**src/rtl/rrt_pkg.sv**
```systemverilog
// Shared types and constants of the region residency table.
package rrt_pkg;

    localparam int COORD_BITS = 16;
    // Widest remainder that any legal region size leaves.
    localparam int REM_BITS   = 6;
    localparam int MUL_BITS   = COORD_BITS + 2;
    localparam int PROD_BITS  = COORD_BITS + MUL_BITS;

    typedef struct packed {
        logic                          action;
        logic signed [COORD_BITS-1:0]  longitude;
        logic signed [COORD_BITS-1:0]  latitude;
    } t_in_item;

    typedef struct packed {
        logic signed [COORD_BITS-1:0]  region_lon;
        logic signed [COORD_BITS-1:0]  region_lat;
        logic [7:0]                    chunk_index;
        logic [3:0]                    slot;
        logic                          load_request;
        logic                          save_request;
        logic                          flag_changed;
        logic                          table_full;
    } t_result;

    // Classified item handed from the front to the back.
    typedef struct packed {
        logic                   release_op;
        logic [COORD_BITS-1:0]  olon;
        logic [COORD_BITS-1:0]  olat;
        logic [REM_BITS-1:0]    rx;
        logic [REM_BITS-1:0]    ry;
    } t_cls;

    typedef enum logic [2:0] {
        ST_CLEAR,
        ST_IDLE,
        ST_MATCH,
        ST_READ,
        ST_UPDATE
    } t_state;

endpackage

```
**src/rtl/rrt_queue.sv**
```systemverilog
// Two-entry queue between the front and the back.
module rrt_queue (
    input  logic          i_clk,
    input  logic          i_rst_n,
    input  logic          i_push,
    output logic          o_full,
    input  rrt_pkg::t_cls i_data,
    input  logic          i_pop,
    output logic          o_empty,
    output rrt_pkg::t_cls o_data
);
    import rrt_pkg::*;

    localparam int DEPTH = 2;

    t_cls        r_data [DEPTH];
    logic        r_wptr;
    logic        r_rptr;
    logic [1:0]  r_count;
    logic        do_push;
    logic        do_pop;

    assign o_full  = (r_count == 2'(DEPTH));
    assign o_empty = (r_count == 2'd0);
    assign o_data  = r_data[r_rptr];
    assign do_push = i_push && !o_full;
    assign do_pop  = i_pop && !o_empty;

    always_ff @(posedge i_clk) begin
        if (!i_rst_n) begin
            r_wptr  <= 1'b0;
            r_rptr  <= 1'b0;
            r_count <= 2'd0;
        end else begin
            if (do_push) begin
                r_wptr <= !r_wptr;
            end
            if (do_pop) begin
                r_rptr <= !r_rptr;
            end
            if (do_push && !do_pop) begin
                r_count <= r_count + 2'd1;
            end else if (do_pop && !do_push) begin
                r_count <= r_count - 2'd1;
            end
        end
    end

    always_ff @(posedge i_clk) begin
        if (do_push) begin
            r_data[r_wptr] <= i_data;
        end
    end

endmodule

```
**config.mk**
```make
export PLATFORM = sky130hd
export DESIGN_NAME = rrt_queue
export DESIGN_NICKNAME = d
export VERILOG_FILES = /design/src/rtl/rrt_pkg.sv /design/src/rtl/rrt_queue.sv
export SDC_FILE = /design/constraint.sdc
export NUM_CORES = 1
export LEC_CHECK = 0
export ABC_AREA = 1
export BUFFER_PORTS_ARGS = -buffer_cell sky130_fd_sc_hd__buf_2
export CAP_MARGIN = 10
export CORE_UTILIZATION = 39
export CTS_CLUSTER_SIZE = 12
export DETAILED_ROUTE_END_ITERATION = 10
export PLACE_DENSITY_LB_ADDON = 0.25
export SKIP_CTS_REPAIR_TIMING = 1
export SLEW_MARGIN = 20
export SYNTH_ARGS = -nofsm -noshare
export SYNTH_HDL_FRONTEND = slang
export SYNTH_SLANG_ARGS = --single-unit
```
**constraint.sdc**
```tcl
create_clock -name i_clk -period 7.9 [get_ports i_clk]
set_clock_uncertainty 0.1 [all_clocks]
set_input_delay 0.79 -clock i_clk [delete_from_list [all_inputs] [get_ports i_clk]]
set_output_delay 0.79 -clock i_clk [all_outputs]
set_load 0.03 [all_outputs]
```
After elaboration in Yosys (flattened, before gate mapping)
Memory sizes are Yosys's and may differ from the RTL's. A register that Yosys moved wholly into a read port is not among the register bits. Index checks and enable logic that the tools add are counted.

Bits of input ports: 49. Logic and storage cells: 25. Output and inout port bits: 47. Memories: 1. RAM bits: 90. Register bits after elaboration: 4.

Memories: r_data (words 2, width 45, read ports 1, clocked after Yosys merged registers in 1, write ports 1, RTL line rrt_queue.sv:16) `t_cls r_data [DEPTH];`.

Reductions and logical operators: 12. Mux-type cells: 6. $add $sub $neg: 2. Equality and inequality tests: 1.

Operators by type and width (count): logical NOT 1 bit (6); logical AND 1 bit (4); 2-to-1 mux 1 bit (4); 2-to-1 mux 2 bit (2); adder 2 x 1 -> 2 bit, second input constant (1); equality test 2 bit, second input constant (1); logical NOT 2 bit (1); nonzero test 2 bit (1); subtractor 2 x 1 -> 2 bit, second input constant (1).

Logic depth before layout (Yosys ltp)
Depth after elaboration: 7. Depth in mapped cells: 10. Mapped depth without buffers: 10.

Worst setup path after synthesis
Ideal clock, no wire load.

Path type: in2reg. Start: input i_push. End: memory r_data[0][0] in the netlist's numbering, enable pin. Setup slack: 4.605 ns. Arrival: 2.748 ns. Data required time: 7.353 ns. Cell stages on the path: 2. Buffers on the path: 0. Setup time: 0.447 ns. Cell sequence: o21ai_2 > nor2_1.

Longest elaborated chain between the ends: 3.

RTL lines: start: declaration (RTL line rrt_queue.sv:5) `input logic i_push,`; logical AND 1 bit (RTL line rrt_queue.sv:26) `assign do_push = i_push && !o_full;`; 2-to-1 mux 1 bit (RTL line rrt_queue.sv:50) `if (do_push) begin`; 2-to-1 mux 1 bit (implied by the code) (RTL line rrt_queue.sv:51) `r_data[r_wptr] <= i_data;`; end: declaration (RTL line rrt_queue.sv:16).

No other way between the ends.

==> flow_summary.yaml <==
power:
  p_leak_nw: 1.77
  p_switching_mw: 0.474
  power_frac_comb_pct: 31.6
  p_sw_share_pct: 33.1
  p_seq_share_pct: 47.1
  p_int_mw: 0.957
  power_density_nw_per_um2: 322
  ir_worst_vdd_uv: 127
  clkPwrFrac_pct: 21.4
timing:
  fmax_mhz: 319
  final.setup.worst_slack_ps: 4770
  drv_slew: 0
  worst_slew_pin_slew_ps: 701
  slew_headroom_pct: 53.3
  finalCriticalPeriod_ps: 3130
  finalSetupViolCount: 0
  fin_tns_setup_ps: 0
  finalCritPeriodShare_pct: 39.7
  rsz0062_at_grt: "false"
  hold_violations: 0
setup_path:
  slowest_stage: "dfxtp_2"
  crit_buf_inv: 2
  arrival_ps: 2240
  cp_cell_sequence: "buf_4, mux2_2, buf_2"
  crit_type: "flop to output port"
  critPathMaxStageDelay_ps: 790
  end_kind: "output port"
  worstPathRequired_ps: 7010
  cpLargestDelayFamily: "flip-flops"
  critPathLaunchType: "flop"
  worstPathMaxFanout: 25
  r2r-start: "r_count[0]"
route:
  wl_um: 6000
  routed_via_density: 4.62
  drcViolationCount: 0
  drtIter0Drc: 73
  num_vias: 1836
  route.antenna.remaining_nets: 0
  dr.pass1.iters: 4
  wire_per_inst_um: 15.1
synthesis:
  synth_area_leaders: "edfxtp_1 73%, mux2_4 16%, dfxtp_1 2.7%"
  syn_inst: 178
  netlist.area_leader.share_pct: 73.1
  synth_seq_area_share_pct: 75.8
  synth_seq_cells: 95
  synthDistinctLibCells: 15
  syn_nets: 228
  syn_area_um2: 3700
  ys_warn_count: 0
  avgSynthCellArea_um2: 20.8
  synth_area_leader_cell: "edfxtp_1"
hold_path:
  worstHoldPathType: "flop to flop"
  hp-start: "r_rptr"
layout:
  layout_common_cells: "95 x buf_2, 90 x edfxtp_1, 40 x mux2_4"
  drive_gt1_share_pct: 56.6
  syn2layout_area_growth_pct: 20.2
  final_common_cell: "buf_2"
  final-seq-area_um2: 2800
  nFillCells: 793
  multi_input_area_um2: 783
  nets: 332
  antennaDiodeCount: 0
placed_design:
  port_buffers: 95
  dpl.hpwl_um: 3850
  globalplace.congestion: 0.662
  dp_slack_ps: 5090
run_status:
  outcome: "finished clean"
clocking:
  cts.sinks: 95
  clk_latency_ps: 340
  cts_root_buffer: "clkbuf_8"
  cts_tree: "yes"
  cts_made_buffers: 9
  clk_pin_slew_worst_paths_ps: 80
  cts_max_path_buffers: 2
  htreeDepth: 3
grt:
  overflow: 0
  grt_pass1_vias: 1978
  grt_first_pass_wirelength_um: 9420
  grt_start_max_net_pins: 46
  track_usage_pct: 12.8
  antenna_found_initial: 0
floorplanning:
  die_area_um2: 9870
  start_util_pct: 40.2
  die_h_um: 99.4
  num_rows: 35
  num_io_pins: 96
  coreArea_um2: 9200
  die_w_um: 99.4
job:
  cap_viol_max_count: 0
-- power groups by stage --
| stage | logic, mW | clock network (mW) | registers (mW) |
|---|---|---|---|
| finish | 0.452 | 0.306 | 0.673 |
| global placement | 0.457 | 0 | 0.683 |
| global route | 0.483 | 0.331 | 0.682 |
| detailed placement | 0.459 | 0 | 0.687 |
| CTS | 0.461 | 0.316 | 0.675 |
| floorplan | 0.382 | 0 | 0.667 |
-- per-stage QoR --
| stage | instance area (um^2) | hold WS [ps] | util, % | instances | power [mW] |
|---|---|---|---|---|---|
| floorplan | 3700 | 367 | - | 178 | 1.05 |
| global placement | 4260 | 385 | 46.3 | 382 | 1.14 |
| global route | 4440 | 469 | 48.3 | 397 | 1.50 |
| finish | 4440 | 433 | 48.3 | 397 | 1.43 |
| CTS | 4440 | 447 | 48.3 | 397 | 1.45 |
| detailed placement | 4260 | 429 | 46.3 | 382 | 1.15 |
-- sequential cells by signal, indices dropped and copies added, names as in the netlist, named ones only --
| name | count |
|---|---|
| r_data | 90 |
| r_count | 2 |
| r_rptr | 1 |
| r_wptr | 1 |
-- synthesized netlist by cell type --
library cell,number
edfxtp_1,90
mux2_4,40
nor2_1,11
inv_1,9
nand2_1,6
dfxtp_1,5
mux2_2,5
buf_12,4
o21ai_0,2
a21oi_1,1
buf_6,1
ha_1,1
nand3_1,1
nand4_1,1
o21ai_2,1
-- cells by family (layout without fill, tap and decap cells) --
| logic type | Yosys count | after routing | share of synthesized area (%) |
|---|---|---|---|
| compound gates | 4 | 4 | 0.643 |
| simple gates | 19 | 19 | 2.03 |
| fa+ha+maj | 1 | 1 | 0.338 |
| flops | 95 | 95 | 75.8 |
| mux | 45 | 45 | 17.8 |
| buf+inv | 14 | 122 | 3.39 |
-- final cells by class --
| cell class | instances | area share, % |
|---|---|---|
| Tap cell | 111 | 3.13 |
| Sequential cell | 95 | 63.1 |
| Timing Repair Buffer | 98 | 11.2 |
| Clock buffer | 9 | 2.79 |
| Multi-Input combinational cell | 69 | 17.6 |
| Inverter | 9 | 0.760 |
| Clock inverter | 6 | 1.38 |
-- per-layer routing --
layer | wire [um] | track usage, %
met1 | 2600 | 15.3
met2 | 2910 | 21.3
met3 | 387 | 4.36
met4 | 102 | 5.43
met5 | 0 | 0
-- worst reg2reg max path, cell delays in order (launching register included) --
cell and delay [ps]:
dfxtp_1 410, o21ai_2 140, nor2_4 100, buf_4 500
-- worst paths after layout --
path / to / slack, ps / depth (start not counted)
setup / recovery: o_data[40] / 4770 / 3
hold / removal: r_rptr / 430 / 2
setup reg to reg: r_data[1][12] / 6250 / 3
hold reg to reg: r_rptr / 430 / 2
No activity file was read; power rests on OpenSTA's default activity.
