File: src/rtl/rrt_pkg.sv
// Shared types and constants of the region residency table.
package rrt_pkg;

    localparam int COORD_BITS = 16;
    // Widest remainder that any legal region size leaves.
    localparam int REM_BITS   = 6;
    localparam int MUL_BITS   = COORD_BITS + 2;
    localparam int PROD_BITS  = COORD_BITS + MUL_BITS;

    typedef struct packed {
        logic                          action;
        logic signed [COORD_BITS-1:0]  longitude;
        logic signed [COORD_BITS-1:0]  latitude;
    } t_in_item;

    typedef struct packed {
        logic signed [COORD_BITS-1:0]  region_lon;
        logic signed [COORD_BITS-1:0]  region_lat;
        logic [7:0]                    chunk_index;
        logic [3:0]                    slot;
        logic                          load_request;
        logic                          save_request;
        logic                          flag_changed;
        logic                          table_full;
    } t_result;

    // Classified item handed from the front to the back.
    typedef struct packed {
        logic                   release_op;
        logic [COORD_BITS-1:0]  olon;
        logic [COORD_BITS-1:0]  olat;
        logic [REM_BITS-1:0]    rx;
        logic [REM_BITS-1:0]    ry;
    } t_cls;

    typedef enum logic [2:0] {
        ST_CLEAR,
        ST_IDLE,
        ST_MATCH,
        ST_READ,
        ST_UPDATE
    } t_state;

endpackage

File: src/rtl/rrt_front.sv
// Front pipeline: splits chunk coordinates into region origin and chunk offsets.
module rrt_front #(
    parameter int REGION_WIDTH  = 16,
    parameter int REGION_HEIGHT = 16
) (
    input  logic              i_clk,
    input  logic              i_rst_n,
    input  logic              i_push,
    input  logic              i_hold,
    output logic              o_full,
    input  rrt_pkg::t_in_item i_item,
    output logic              o_q_push,
    input  logic              i_q_full,
    output rrt_pkg::t_cls     o_cls
);
    import rrt_pkg::*;

    // Unsigned division by reciprocal: q = (u * M) >> S is exact for 16-bit u.
    localparam int LON_SH = COORD_BITS + $clog2(REGION_WIDTH);
    localparam int LAT_SH = COORD_BITS + $clog2(REGION_HEIGHT);
    localparam logic [MUL_BITS-1:0] LON_MUL = MUL_BITS'(
        ((64'd1 << LON_SH) + 64'(REGION_WIDTH) - 64'd1) / 64'(REGION_WIDTH));
    localparam logic [MUL_BITS-1:0] LAT_MUL = MUL_BITS'(
        ((64'd1 << LAT_SH) + 64'(REGION_HEIGHT) - 64'd1) / 64'(REGION_HEIGHT));
    // The coordinate is biased by half the range; this undoes the bias in the remainder.
    localparam int LON_OFS = (1 << (COORD_BITS - 1)) % REGION_WIDTH;
    localparam int LAT_OFS = (1 << (COORD_BITS - 1)) % REGION_HEIGHT;
    localparam logic [COORD_BITS-1:0] BIAS = COORD_BITS'(1 << (COORD_BITS - 1));

    logic                   r_a_valid;
    logic                   r_a_release;
    logic [COORD_BITS-1:0]  r_a_ulon;
    logic [COORD_BITS-1:0]  r_a_ulat;
    logic [PROD_BITS-1:0]   r_a_plon;
    logic [PROD_BITS-1:0]   r_a_plat;
    logic                   r_b_valid;
    t_cls                   r_b_cls;

    logic                   en;
    logic                   accept;
    logic [COORD_BITS-1:0]  n_ulon;
    logic [COORD_BITS-1:0]  n_ulat;
    logic [COORD_BITS-1:0]  q_lon;
    logic [COORD_BITS-1:0]  q_lat;
    logic [COORD_BITS-1:0]  m_lon;
    logic [COORD_BITS-1:0]  m_lat;
    logic [REM_BITS:0]      ru_lon;
    logic [REM_BITS:0]      ru_lat;
    logic [REM_BITS:0]      r_lon;
    logic [REM_BITS:0]      r_lat;
    t_cls                   n_b_cls;

    assign en       = !(r_b_valid && i_q_full);
    assign o_full   = !en || i_hold;
    assign accept   = i_push && !o_full;
    assign o_q_push = r_b_valid && !i_q_full;
    assign o_cls    = r_b_cls;

    assign n_ulon = i_item.longitude ^ BIAS;
    assign n_ulat = i_item.latitude ^ BIAS;

    always_comb begin
        q_lon  = COORD_BITS'(r_a_plon >> LON_SH);
        q_lat  = COORD_BITS'(r_a_plat >> LAT_SH);
        m_lon  = r_a_ulon - COORD_BITS'(q_lon * COORD_BITS'(REGION_WIDTH));
        m_lat  = r_a_ulat - COORD_BITS'(q_lat * COORD_BITS'(REGION_HEIGHT));
        ru_lon = m_lon[REM_BITS:0];
        ru_lat = m_lat[REM_BITS:0];
        if (ru_lon >= (REM_BITS+1)'(LON_OFS)) begin
            r_lon = ru_lon - (REM_BITS+1)'(LON_OFS);
        end else begin
            r_lon = ru_lon + (REM_BITS+1)'(REGION_WIDTH - LON_OFS);
        end
        if (ru_lat >= (REM_BITS+1)'(LAT_OFS)) begin
            r_lat = ru_lat - (REM_BITS+1)'(LAT_OFS);
        end else begin
            r_lat = ru_lat + (REM_BITS+1)'(REGION_HEIGHT - LAT_OFS);
        end
        n_b_cls.release_op = r_a_release;
        n_b_cls.olon       = (r_a_ulon ^ BIAS) - COORD_BITS'(r_lon);
        n_b_cls.olat       = (r_a_ulat ^ BIAS) - COORD_BITS'(r_lat);
        n_b_cls.rx         = r_lon[REM_BITS-1:0];
        n_b_cls.ry         = r_lat[REM_BITS-1:0];
    end

    always_ff @(posedge i_clk) begin
        if (!i_rst_n) begin
            r_a_valid <= 1'b0;
            r_b_valid <= 1'b0;
        end else if (en) begin
            r_a_valid <= accept;
            r_b_valid <= r_a_valid;
        end
    end

    always_ff @(posedge i_clk) begin
        if (en) begin
            r_a_release <= i_item.action;
            r_a_ulon    <= n_ulon;
            r_a_ulat    <= n_ulat;
            r_a_plon    <= PROD_BITS'(n_ulon) * PROD_BITS'(LON_MUL);
            r_a_plat    <= PROD_BITS'(n_ulat) * PROD_BITS'(LAT_MUL);
            r_b_cls     <= n_b_cls;
        end
    end

endmodule

File: config.mk
export PLATFORM = sky130hd
export DESIGN_NAME = rrt_front
export DESIGN_NICKNAME = d
export VERILOG_FILES = /design/src/rtl/rrt_pkg.sv /design/src/rtl/rrt_front.sv
export SDC_FILE = /design/constraint.sdc
export NUM_CORES = 1
export LEC_CHECK = 0
export BUFFER_PORTS_ARGS = -buffer_cell sky130_fd_sc_hd__buf_4
export CAP_MARGIN = 0
export CORE_ASPECT_RATIO = 0.75
export CORE_UTILIZATION = 51
export CTS_CLUSTER_SIZE = 16
export DETAILED_ROUTE_END_ITERATION = 16
export PLACE_DENSITY = 0.94
export SLEW_MARGIN = 20
export SYNTH_ARGS = -nofsm -noshare
export SYNTH_HDL_FRONTEND = slang
export SYNTH_SLANG_ARGS = --single-unit
File: constraint.sdc
create_clock -name i_clk -period 5.33 [get_ports i_clk]
set_clock_uncertainty 0.15 [all_clocks]
set_input_delay 0.533 -clock i_clk [delete_from_list [all_inputs] [get_ports i_clk]]
set_output_delay 0.533 -clock i_clk [all_outputs]
set_load 0.01 [all_outputs]
# After elaboration in Yosys (flattened, before gate mapping)
# Cells that the tools add are included.
dict set report totals {
  regBits 80
  elab_cells 30
  out_inout_bits 47
  in_bits 38
}
dict set report classes {
  magnitude_cmp 2
  n_bitwise 4
  addsub 6
  muxes 2
  n_reduce_logical 6
}
# operator count
set op_table {}
lappend op_table {{16-bit by 7-bit subtractor with 16-bit output} 2}
lappend op_table {{7-bit by 5-bit adder with 7-bit output, second input constant} 2}
lappend op_table {{7-bit by 1-bit >= comparator with 1-bit output, second input constant} 2}
lappend op_table {{7-bit two-way mux} 2}
lappend op_table {{7-bit subtractor} 2}
lappend op_table {{1-bit inverter} 4}
lappend op_table {{1-bit logical AND} 3}
lappend op_table {{1-bit zero test} 2}
lappend op_table {{1-bit logical OR} 1}

# Longest topological paths before layout
dict set report depth {
  ltp_word 4
  depth_mapped 3
  ltp_nobuf 3
}

# Least setup slack after synthesis
# Ideal clock, no wire load.
dict set report synth_timing {
  path_kind {input-to-output}
  startpoint {in i_q_full}
  endpoint {out o_full}
  stages 2
  t_required_ns 4.647
  slack_ns 3.072
  t_arrival_ns 1.575
  path_buffers 0
  cell_sequence {nand2_2 > nand2b_1}
}
dict set report synth_between {
  elab_chain_len 2
}
# item line
set synth_lines {}
lappend synth_lines {{from (decl)} rrt_front.sv:13} ;# input logic i_q_full,
lappend synth_lines {{1-bit logical AND} rrt_front.sv:53} ;# assign en = !(r_b_valid && i_q_full);
lappend synth_lines {{1-bit logical OR} rrt_front.sv:54} ;# assign o_full = !en || i_hold;
lappend synth_lines {{to (decl)} rrt_front.sv:10} ;# output logic o_full,
# No other way between the ends.

# Worst setup path after layout
dict set report layout_timing {
  startpoint {reg r_b_valid}
  endpoint {out o_full}
}
dict set report layout_between {
  elab_chain_len 2
}
# item line
set layout_lines {}
lappend layout_lines {{from (decl)} rrt_front.sv:36} ;# logic r_b_valid;
lappend layout_lines {{from (signal assigned)} rrt_front.sv:92} ;# r_b_valid <= r_a_valid;
lappend layout_lines {{1-bit logical AND} rrt_front.sv:53}
lappend layout_lines {{1-bit logical OR} rrt_front.sv:54}
# No other way between the ends.

==> metrics <==
outcome=finished clean; commonest cells in the netlist=edfxtp_1 (66), clkbuf_1 (18), buf_4 (12); clock tree buffer depth=2; worst hold path class=in2reg; # rows=20; most used cell, CP=buf_4; 1st-pass router iterations=4; area of the multi-input gates=95.1 sq um; Seq/Total Area, Yosys=89.9%; dpl cell area=0.00275 sq mm; # Post-CTS Setup Buffers=0; dpl hpwl=2180 um; maximum clock rate=390 MHz; hold buffers post-CTS=0; power per cell area=354 mW/mm^2; post_cts resized=0; Initial Utilization=54.5%; Mapped Area=0.00225 sq mm; vias in the first global route=976; I/O Buffers=72; CTS tree=built; Crit path buffers/inverters=2; Hold Crit Depth=1; top cell type's share of synthesized area=88.1%; Synth Register Bits=68; Syn Inst Count=111; I/O Pins=85; largest net degree at the start of global routing=49; Fillers=267; drt total wl=3050 um; GRT Total Usage=14.6%; RSZ-0062 raised after global routing=false; reg2reg path depth=2; Clock transition at path regs=0.06 ns; Slew headroom=62.5%; Layout area overhead=29.0%; WS Path Type=reg2out; crit path launch type=flop; synth unique cells=13; CP max-delay cell=buf_4; Hold Startpoint=i_item[21]; chip height=59.5 um; kind of end point of the critical path=output port; Leak=1.22 nW; max_cap viols=0; Clock Latency Late Sink=0.33 ns; Slew @ Worst Pin=0.562 ns; crit path max fanout=48; cts bufs inserted=9; Worst R2R End=r_a_ulon[3]$_DFFE_PN_; DRT iter0 DRCs=32; worst vdd ir=0.305 mV; Reg2Reg Setup Slack=3.53 ns; fin crit share=48.1%; die width=78.7 um; max incr delay on CP=0.56 ns; vias per cell=4.35; initial antenna violation count=0; Avg Cell Area, Syn=20.3 sq um; Crit path arrival time=1.88 ns; Core ar.=0.00413 sq mm; first-pass GRT wire length=4350 um; CTS sink count=68; Post-synth ARST share=0%; Hold Crit Endpoint=r_a_ulon[5]$_DFFE_PN_; WP data required=4.65 ns; CTS Root Cell=clkbuf_8; routed vias=1026; CP Depth=4; Tmin final=2.57 ns; max-slew violation count=0; FF+latch area=0.00202 sq mm; post-route ant nets=0; worst r2r src=r_b_valid$_SDFFE_PN0N_; share of cells above drive strength 1=47.0%; number of flops mapped to enable cells by yosys=66; final hold viol count=0; final net count=214; most used flip-flop cell after synthesis=edfxtp_1; setup violators final=0; crit-path leading delay family=buffers and inverters; Synth area leader=edfxtp_1; post-route cell area=0.00290 sq mm; GP Congestion=0.665; Synth Warn #=0; critical path, cell by cell=nand2_2 -> buf_4 -> nand2b_1 -> buf_4; H-tree lvl count=3; DR WL/cell=12.9 um; grt ovf=0; diodes inserted=0; cell with the most instances after synthesis=edfxtp_1; setup TNS=0 ns; DRC violations left=0; top cells by area, synth=edfxtp_1 (88%), buf_4 (4.0%), clkbuf_1 (3.0%); DIE AREA=0.00468 sq mm
[cells by family after synthesis]
| logic type | share of synthesized area [%] |
|---|---|
| flip-flops | 89.9 |
| AO/OA/AOI/OAI | 0.556 |
| buffers and inverters | 7.68 |
| AND/OR/NAND/NOR | 1.67 |
| other | 0.167 |
[area by class of cell]
type                            instances  share of cell area (%)
Tap cell                               55                    2.37
Inverter                                4                   0.517
Sequential cell                        68                    69.7
Clock buffer                           13                    4.79
Multi-Input combinational cell         20                    3.28
Timing Repair Buffer                   73                    18.9
Clock inverter                          3                   0.474
[per-stage QoR]
step	instances	hold WS [ns]	util [%]	power (W)	setup slack, ns
floorplan	122	0.250	-	0.000673	3.07
global placement	220	0.250	66.6	0.000710	2.84
detailed placement	220	0.255	66.6	0.000715	2.78
CTS	236	0.204	70.3	0.00104	2.74
global route	236	0.201	70.3	0.00107	2.62
finish	236	0.229	70.3	0.00103	2.76
[layout by cell type, fill, tap and decap left out]
master / synthesis / layout
clkbuf_8: 0 / 9
nand3b_1: 1 / 1
dfxtp_1: 2 / 2
edfxtp_1: 66 / 66
conb_1: 1 / 12
buf_4: 12 / 73
nand3_1: 1 / 1
clkbuf_1: 18 / 4
inv_1: 4 / 4
a21oi_1: 1 / 1
a21boi_1: 1 / 1
nand2_2: 1 / 1
clkinv_1: 0 / 1
nor2b_1: 2 / 2
nand2b_1: 1 / 1
clkinv_2: 0 / 2
[power by group]
group,total [W],switching (W),internal (W),leakage (nW)
Clock,0.000323,0.000157,0.000166,0.0788
Combinational,0.0000688,0.0000291,0.0000397,0.426
Sequential,0.000634,0.0000101,0.000624,0.711
[metal layers]
metal,global-route usage (%),vias up,share of wire [%]
li1,-,492,-
met1,12.1,480,34
met2,25.3,52,55
met3,11.2,2,10
met4,7.14,0,0.62
met5,0,-,0
[worst max path at each step]
stage / start / to
6_report: r_b_valid$_SDFFE_PN0N_ / o_full
5_1_grt: r_b_valid$_SDFFE_PN0N_ / o_full
4_1_cts: r_b_valid$_SDFFE_PN0N_ / o_full
3_5_place_dp: i_q_full / o_full
3_3_place_gp: i_q_full / o_full
2_1_floorplan: i_q_full / o_full
[state kept, by name, summed over array words and instances, names as in the netlist]
register,flops
r_b_valid,1
r_a_ulon,16
r_a_valid,1
r_a_plat,16
r_a_release,1
o_cls,33
[worst register-to-register path: stages (launching register included)]
cell and delay (ns):
dfxtp_1 0.34, nand2_2 0.36, buf_4 0.56
(Power assumes the default switching activity.)
